`src/rtl/rclfp_pkg.sv`:
```
package rclfp_pkg;

  localparam logic [7:0] HDR_FIRST = 8'h55;
  localparam logic [7:0] HDR_SECOND = 8'hFC;

  localparam int unsigned PAYLOAD_COUNT = 12;
  localparam int unsigned PAYLOAD_IDX_W = $clog2(PAYLOAD_COUNT);

  typedef logic [4:0] pos_t;

  localparam pos_t POS_HDR_FIRST = 5'd0;
  localparam pos_t POS_HDR_SECOND = 5'd1;
  localparam pos_t POS_PAYLOAD_FIRST = 5'd2;
  localparam pos_t POS_PAYLOAD_LAST = 5'd13;
  localparam pos_t POS_EXTRA_LAST = 5'd15;
  localparam pos_t POS_SUM_HIGH = 5'd16;
  localparam pos_t POS_FRAME_LAST = 5'd17;

  typedef struct packed {
    logic [15:0] chan1;
    logic [15:0] chan2;
    logic [15:0] chan3;
    logic [15:0] chan4;
    logic [15:0] chan5;
    logic [15:0] chan6;
  } chan_set_t;

  typedef struct packed {
    logic load;
    chan_set_t chans;
  } result_load_t;

endpackage

```
`src/rtl/rclfp_byte_if.sv`:
```
interface rclfp_byte_if;
  logic valid;
  logic ready;
  logic [7:0] rx_byte;

  modport source (output valid, output rx_byte, input ready);
  modport sink (input valid, input rx_byte, output ready);
endinterface

```
`src/rtl/rclfp_chan_if.sv`:
```
interface rclfp_chan_if;
  logic valid;
  logic ready;
  logic [15:0] chan1;
  logic [15:0] chan2;
  logic [15:0] chan3;
  logic [15:0] chan4;
  logic [15:0] chan5;
  logic [15:0] chan6;

  modport source (output valid, output chan1, output chan2, output chan3,
                  output chan4, output chan5, output chan6, input ready);
  modport sink (input valid, input chan1, input chan2, input chan3,
                input chan4, input chan5, input chan6, output ready);
endinterface

```
`src/rtl/rclfp_parser.sv`:
```
module rclfp_parser
  import rclfp_pkg::*;
(
  input  logic         clk,
  input  logic         rst,
  rclfp_byte_if.sink   rx,
  input  logic         out_busy,
  output result_load_t result
);

  pos_t        pos;
  pos_t        pos_next;
  logic [15:0] sum;
  logic [15:0] sum_next;
  logic [7:0]  sum_high;
  logic [7:0]  payload [PAYLOAD_COUNT];
  logic        accept;
  logic        payload_wr;
  logic        sum_high_wr;
  logic        match;
  logic [PAYLOAD_IDX_W-1:0] idx;

  // hold the last byte while the result register cannot take a frame
  assign rx.ready = !((pos == POS_FRAME_LAST) && out_busy);
  assign accept   = rx.valid && rx.ready;

  assign idx    = PAYLOAD_IDX_W'(pos - POS_PAYLOAD_FIRST);
  assign match  = ({sum_high, rx.rx_byte} == sum);

  always_comb begin
    pos_next    = POS_HDR_FIRST;
    sum_next    = sum;
    payload_wr  = 1'b0;
    sum_high_wr = 1'b0;
    result.load = 1'b0;
    result.chans.chan1 = {payload[0], payload[1]};
    result.chans.chan2 = {payload[2], payload[3]};
    result.chans.chan3 = {payload[4], payload[5]};
    result.chans.chan4 = {payload[6], payload[7]};
    result.chans.chan5 = {payload[8], payload[9]};
    result.chans.chan6 = {payload[10], payload[11]};
    if (pos == POS_HDR_FIRST) begin
      pos_next = (rx.rx_byte == HDR_FIRST) ? POS_HDR_SECOND : POS_HDR_FIRST;
    end else if (pos == POS_HDR_SECOND) begin
      if (rx.rx_byte == HDR_SECOND) begin
        pos_next = POS_PAYLOAD_FIRST;
        sum_next = '0;
      end
    end else if (pos <= POS_EXTRA_LAST) begin
      payload_wr = (pos <= POS_PAYLOAD_LAST);
      sum_next   = sum + {8'd0, rx.rx_byte};
      pos_next   = pos + 5'd1;
    end else if (pos == POS_SUM_HIGH) begin
      sum_high_wr = 1'b1;
      pos_next    = POS_FRAME_LAST;
    end else if (pos == POS_FRAME_LAST) begin
      result.load = accept && match;
    end
  end

  always_ff @(posedge clk) begin
    if (rst) begin
      pos      <= POS_HDR_FIRST;
      sum      <= '0;
      sum_high <= '0;
    end else if (accept) begin
      pos <= pos_next;
      sum <= sum_next;
      if (sum_high_wr) begin
        sum_high <= rx.rx_byte;
      end
    end
  end

  always_ff @(posedge clk) begin
    if (accept && payload_wr) begin
      payload[idx] <= rx.rx_byte;
    end
  end

endmodule

```
`src/rtl/rclfp_out_stage.sv`:
```
module rclfp_out_stage
  import rclfp_pkg::*;
(
  input  logic         clk,
  input  logic         rst,
  input  result_load_t result,
  output logic         out_busy,
  rclfp_chan_if.source frame
);

  logic      valid;
  logic      valid_next;
  chan_set_t chans;

  assign out_busy = valid && !frame.ready;

  always_comb begin
    valid_next = valid && !frame.ready;
    if (result.load) begin
      valid_next = 1'b1;
    end
  end

  always_ff @(posedge clk) begin
    if (rst) begin
      valid <= 1'b0;
    end else begin
      valid <= valid_next;
    end
  end

  always_ff @(posedge clk) begin
    if (result.load) begin
      chans <= result.chans;
    end
  end

  assign frame.valid = valid;
  assign frame.chan1 = chans.chan1;
  assign frame.chan2 = chans.chan2;
  assign frame.chan3 = chans.chan3;
  assign frame.chan4 = chans.chan4;
  assign frame.chan5 = chans.chan5;
  assign frame.chan6 = chans.chan6;

endmodule

```
`src/rtl/rc_link_frame_parser.sv`:
```
// Byte-serial parser for 18-byte remote-control frames.
// Channel rx (sink): one received byte per request in rx_byte.
// Channel frame (source): six 16-bit channels, chan1..chan6, one request
// per frame whose 16-bit checksum over bytes 2 to 15 matches.
// A frame opens with 0x55 0xFC; a wrong header byte is consumed and the
// parser waits for a new first header byte. Bad frames are dropped.
// Throughput: one byte per cycle unless a frame's last byte is held;
// header check, payload store and 16-bit checksum add are combinational.
// Latency: the channel request is valid in the cycle after the last
// checksum byte is taken.
// Reset (rst, synchronous): parser returns to awaiting the first header
// byte, the running sum clears and no channel request is pending.
// Stall: while a channel request waits, bytes keep flowing; only the last
// byte of the next frame is held until the waiting request is taken.
module rc_link_frame_parser
  import rclfp_pkg::*;
(
  input  logic         clk,
  input  logic         rst,
  rclfp_byte_if.sink   rx,
  rclfp_chan_if.source frame
);

  result_load_t result;
  logic         out_busy;

  rclfp_parser u_parser (
    .clk      (clk),
    .rst      (rst),
    .rx       (rx),
    .out_busy (out_busy),
    .result   (result)
  );

  rclfp_out_stage u_out_stage (
    .clk      (clk),
    .rst      (rst),
    .result   (result),
    .out_busy (out_busy),
    .frame    (frame)
  );

endmodule
```
`src/flat_wrapper.sv`:
```
// flat-port wrapper written by rule: the top's interface ports become plain ports
module rc_link_frame_parser_flat import rclfp_pkg::*;
  (clk, rst, rx_valid, rx_rx_byte, rx_ready, frame_valid, frame_chan1, frame_chan2, frame_chan3, frame_chan4, frame_chan5, frame_chan6, frame_ready);
  rclfp_byte_if rx_i ();
  rclfp_chan_if frame_i ();
  input  logic clk;
  input  logic rst;
  input wire logic [$bits(rx_i.valid)-1:0] rx_valid;
  input wire logic [$bits(rx_i.rx_byte)-1:0] rx_rx_byte;
  output wire logic [$bits(rx_i.ready)-1:0] rx_ready;
  output wire logic [$bits(frame_i.valid)-1:0] frame_valid;
  output wire logic [$bits(frame_i.chan1)-1:0] frame_chan1;
  output wire logic [$bits(frame_i.chan2)-1:0] frame_chan2;
  output wire logic [$bits(frame_i.chan3)-1:0] frame_chan3;
  output wire logic [$bits(frame_i.chan4)-1:0] frame_chan4;
  output wire logic [$bits(frame_i.chan5)-1:0] frame_chan5;
  output wire logic [$bits(frame_i.chan6)-1:0] frame_chan6;
  input wire logic [$bits(frame_i.ready)-1:0] frame_ready;
  assign rx_i.valid = rx_valid;
  assign rx_i.rx_byte = rx_rx_byte;
  assign rx_ready = rx_i.ready;
  assign frame_valid = frame_i.valid;
  assign frame_chan1 = frame_i.chan1;
  assign frame_chan2 = frame_i.chan2;
  assign frame_chan3 = frame_i.chan3;
  assign frame_chan4 = frame_i.chan4;
  assign frame_chan5 = frame_i.chan5;
  assign frame_chan6 = frame_i.chan6;
  assign frame_i.ready = frame_ready;
  rc_link_frame_parser u_core (.clk(clk), .rst(rst), .rx(rx_i), .frame(frame_i));
endmodule
```
`config.mk`:
```
export PLATFORM = sky130hd
export DESIGN_NAME = rc_link_frame_parser_flat
export DESIGN_NICKNAME = d
export VERILOG_FILES = /design/src/rtl/rclfp_pkg.sv /design/src/rtl/rclfp_byte_if.sv /design/src/rtl/rclfp_chan_if.sv /design/src/rtl/rclfp_parser.sv /design/src/rtl/rclfp_out_stage.sv /design/src/rtl/rc_link_frame_parser.sv /design/src/flat_wrapper.sv
export SDC_FILE = /design/constraint.sdc
export NUM_CORES = 1
export LEC_CHECK = 0
export BUFFER_PORTS_ARGS = -buffer_cell sky130_fd_sc_hd__buf_2
export CAP_MARGIN = 15
export CORE_ASPECT_RATIO = 0.6
export CORE_MARGIN = 4
export CORE_UTILIZATION = 31
export DETAILED_ROUTE_END_ITERATION = 7
export GPL_TIMING_DRIVEN = 0
export HOLD_SLACK_MARGIN = 0.05
export PLACE_DENSITY = 0.49
export SYNTH_ARGS = -nofsm -noshare
export SYNTH_HDL_FRONTEND = slang
export SYNTH_SLANG_ARGS = --single-unit
```
`constraint.sdc`:
```
create_clock -name clk -period 13.2 [get_ports clk]
set_clock_uncertainty 0.1 [all_clocks]
set_input_delay 1.32 -clock clk [delete_from_list [all_inputs] [get_ports clk]]
set_output_delay 1.32 -clock clk [all_outputs]
set_load 0.01 [all_outputs]
```
Word-level counts from Yosys, hierarchy flattened
Memories as Yosys holds them, arrays and structs flattened. A register that Yosys moved wholly into a read port is not among the register bits.
Index checks and enable logic that the tools add are counted.
{"block": "word_totals", "reg_bits": 30, "mem_bits_rw": 96, "input_bits": 12, "elab_cells": 53, "memories": 1}
{"name": "u_core.u_parser.payload", "depth": 12, "word_bits": 8, "rd": 12, "rd_clocked_by_memory_dff": 12, "wr": 1, "line_no": "rclfp_parser.sv:16", "rtl": "logic [7:0] payload [PAYLOAD_COUNT];"}
{"block": "classes", "addsub": 3, "order_cmp": 2, "eq_ne": 7, "n_mux": 24, "n_bitwise": 1, "reduce_logical": 11}
{"operator": "two-way mux 16 bit", "count": 3}
{"operator": "two-way mux 5 bit", "count": 4}
{"operator": "adder 16 x 8 -> 16 bit", "count": 1}
{"operator": "equality test 16 bit", "count": 1}
{"operator": "two-way mux 1 bit", "count": 16}
{"operator": "equality test 5 bit (second input constant)", "count": 2}
{"operator": "<= comparator 5 x 4 -> 1 bit (second input constant)", "count": 2}
{"operator": "equality test 8 x 7 -> 1 bit (second input constant)", "count": 1}
{"operator": "equality test 8 bit (second input constant)", "count": 1}
{"operator": "adder 5 x 1 -> 5 bit (second input constant)", "count": 1}
{"operator": "equality test 5 x 1 -> 1 bit (second input constant)", "count": 1}
{"operator": "logical AND 1 bit", "count": 5}
{"operator": "zero test 5 bit", "count": 1}
{"operator": "AND reduction 4 bit", "count": 1}
{"operator": "subtractor 4 x 2 -> 4 bit (second input constant)", "count": 1}
{"operator": "zero test 1 bit", "count": 2}
{"operator": "two-way mux 2 bit", "count": 1}
{"operator": "inequality test 2 x 1 -> 1 bit (second input constant)", "count": 1}
{"operator": "AND reduction 2 bit", "count": 1}
{"operator": "nonzero test 2 bit", "count": 1}
{"operator": "NOT 1 bit", "count": 1}

Logic depth before layout (Yosys ltp)
{"block": "depth", "ltp_word": 12, "ltp_mapped": 9, "depth_no_buf": 8}

By module
A second synthesis with hierarchy kept.
{"block": "unflattened", "cells_unflattened": 433, "hier_area_um2": 7846.3}
{"module": "rclfp_parser", "n_inst": 1, "cells_each": 334, "area_each_um2": 4919.7, "seq_area_each_um2": 3463.3}
{"module": "rclfp_out_stage", "n_inst": 1, "cells_each": 99, "area_each_um2": 2926.6, "seq_area_each_um2": 2902.8}

Worst setup path after synthesis
OpenSTA, ideal clock, no wires.
{"block": "synth_timing", "path_type": "input to register", "startpoint": "input port rx_rx_byte[5]", "endpoint": "register frame_chan1[0] (netlist name)", "setup_ns": 0.790, "arrival_ns": 11.288, "t_required_ns": 12.310, "setup_slack_ns": 1.022, "path_stages": 5, "path_cell_list": "ha_1 > clkbuf_1 > nor4b_1 > nand4_1 > nor4_1"}
{"item": "from (decl)", "line_no": "flat_wrapper.sv:9", "rtl": "input wire logic [$bits(rx_i.rx_byte)-1:0] rx_rx_byte;"}

==> flow_summary.toml <==
[outcome]
status = "finished, final reports clean"

[global_route]
track_usage_pct = 12.3
grt_first_pass_wirelength_mm = 27.0
grt.overflow.total = 0
grt_max_degree = 17
grt_pass1_vias = 4445
grt_antenna_before_repair = 0

[clock_tree]
htree_levels = 1
clk_latency_ps = 520
post_cts_buffers = 0
cts_tree = "built"
cts-root-buf = "clkbuf_16"
cts_sinks = 222
cts_buffers = 22
cts_resized = 0
clk_path_buf_depth = 3
clk_pin_slew_ps = 60
ctsHoldBuffers = 0

[sta]
grt_setup_unrepaired = "no"
fin_crit_ps = 4850
finalSetupViolCount = 0
finalHoldViolCount = 0
slew_headroom_pct = 30.3
worst-slew-pin-transition_ps = 1040
post-route-period-util_pct = 36.7
fmax_mhz = 206
drv_slew = 0

[logic_synthesis]
synth_compound_area_share_pct = 4.89
synth-adder-area-share_pct = 2.62
postSynth.asyncResetShare_pct = 0
synth-xor-area-share_pct = 1.55
synthCells = 441
synth_warnings = 0
synth.area.top_cells = "edfxtp_1 (73%), dfxtp_1 (7.6%), ha_1 (2.4%), xnor2_1 (1.2%), mux2i_1 (1.1%)"
synth_edf_count = 192
synth-simple-area-share_pct = 8.15
yosysMostFrequentCell = "edfxtp_1"
syn_area_um2 = 7920
synth_top_cell_by_area = "edfxtp_1"
avgSynthCellArea_um2 = 18.0
synth-seq-area-share_pct = 80.3
synth_nets = 469
ys_seq_elements = 222
synth_flop_cell = "edfxtp_1"
synth_top_family_by_area = "simple AND/OR/NAND/NOR gates"
synth_top_area_share_pct = 72.8
synthTopCellsByCount = "edfxtp_1 (192), dfxtp_1 (30), nor2_1 (20), a21oi_1 (17), nand2_1 (16)"
synth_cell_type_count = 57
synth.area.mux_share_pct = 1.14

[worst_hold_path]
hold_path_class = "flip-flop to flip-flop"
hp-start = "u_core.u_parser.payload[6][0]$_DFFE_PP_"

[setup_path]
r2r-start = "u_core.u_parser.pos[0]$_SDFFE_PP0N_"
critPathLaunch = "rx_rx_byte[5]"
cp_num_buf_inv = 8
cp_max_fo = 16
timing.rr.end = "frame_chan2[9]$_DFFE_PP_"
rrSetupSlack_ps = 9130
crit_arrival_ps = 4970
critical_path_depth = 12
cp_common_cell = "buf_4"
crit_required_ps = 13330
crit_path_start_kind = "input port"
slowest_stage = "nor4_2"
crit_end = "frame_chan2[9]$_DFFE_PP_"
crit_type = "input port to flip-flop"
cp_top_family = "buffers and inverters"
end_kind = "flip-flop"
rr_worst_depth = 10
crit_chain = "buf_2 > ha_1 > clkbuf_1 > nor4b_1 > nand4_1 > nor4_2 > buf_4 > buf_4 > buf_4 > buf_4 > buf_4 > buf_4"
cpPeakStageDelay_ps = 820

[floorplan]
fp.coreArea_um2 = 25200
initial_core_util_pct = 31.4
dieArea_um2 = 28300
ios = 110
die_height_um = 132
die-width_um = 214
std_cell_rows = 45

[power]
peakVddDrop_mv = 0.110
power.density_nw_per_um2 = 152
p_leak_uw = 0.00348
p_total_uw = 1480

[layout]
fin_area_um2 = 9750
n_antenna_cell = 0
synthToLayoutAreaGrowth_pct = 23.1
finalNonFillerCells = 931
drive_gt1_share_pct = 29.4
nets = 614

[route]
vias = 4268
firstDrtPassIters = 4
postRouteAntennaNets = 0
finalWirelength_mm = 17.5
drc_errors = 0
viasPerCell = 4.58
wl_per_cell_um = 18.8
first_iter_violations = 219

[placement]
hpwlAfterDp_mm = 11.7
post_dp_cell_area_um2 = 8980
io_buffers = 109
dp_cells = 891
gp_congestion = 0.835

[flow_run]
maxCapViolations = 0
## where the power goes
group          total, uW  switching [uW]  internal [uW]  leakage [uW]
clock network        662             259            403      0.000381
registers            761            2.37            759       0.00197
logic               53.8            35.5           18.3       0.00113
## state kept, by name (all words and copies together), names as in the netlist
register,count
frame_chan3,16
frame_chan2,16
u_core.u_out_stage.frame.valid,1
frame_chan4,16
u_core.u_parser.sum_high,8
frame_chan5,16
frame_chan6,16
u_core.u_parser.payload,96
u_core.u_parser.sum,16
u_core.u_parser.pos,5
frame_chan1,16
## layer usage
metal  GRT usage (%)  share of wire, %
met1            18.3                50
met2            17.5                41
met3            3.82               7.5
met4            2.88               2.1
met5               0                 0
## worst reg2reg max path, cell delays in order (launching register included)
cell and delay, ps:
dfxtp_1 490, ha_1 470, nor4b_1 370, nand4_1 230, nor4_2 820, buf_4 320, buf_4 180, buf_4 190
buf_4 200, buf_4 200, buf_4 200
## how the worst min path moves through the flow
| stage | to | slack, ps | cells after the start |
|---|---|---|---|
| CTS | frame_chan3[3]$_DFFE_PP_ | 310 | 0 |
| floorplan | frame_chan1[0]$_DFFE_PP_ | 300 | 0 |
| detailed placement | frame_chan1[8]$_DFFE_PP_ | 300 | 0 |
| global route | frame_chan1[10]$_DFFE_PP_ | 310 | 0 |
| global placement | frame_chan6[7]$_DFFE_PP_ | 300 | 0 |
| finish | frame_chan4[8]$_DFFE_PP_ | 300 | 0 |
## cells by family after synthesis
family | after synthesis
flip-flops | 222
adder cells (fa/ha/maj) | 16
multiplexers | 9
AND/OR/NAND/NOR | 105
buffers and inverters | 20
XOR/XNOR | 14
AO/OA/AOI/OAI | 55
## final cells by class
class,count,area (um2)
repair buffers,121,636
multi-input cells,199,1460
clock buffers,27,601
well taps,329,412
fillers,2360,15500
flip-flops and latches,222,6370
inverters,10,37.5
plain buffers,10,66.3
clock inverters,13,174
## cells in the final DEF (no fill, tap or decap), drive strengths merged, types with 5 or more instances in the layout
master	instances
and3	6
clkbuf	31
and2	14
inv	12
ha	15
buf	127
nand3	9
a21oi	17
xnor2	11
a21o	5
nor2	21
edfxtp	192
nand2	17
dfxtp	30
o21ai	7
clkinv	7
or4	8
o31ai	6
nand4	5
mux2i	9
## metrics by stage
stage / worst slack, ps / hold slack [ps] / util, % / TNS, ps
6_report: 8350 / 304 / 38.7 / 0
5_1_grt: 8020 / 315 / 38.7 / 0
4_1_cts: 8240 / 308 / 38.7 / 0
3_5_place_dp: 7730 / 305 / 35.6 / 0
3_3_place_gp: -3670 / 302 / 35.2 / -354490
2_1_floorplan: 1020 / 300 / - / 0
(Power assumes the default switching activity.)
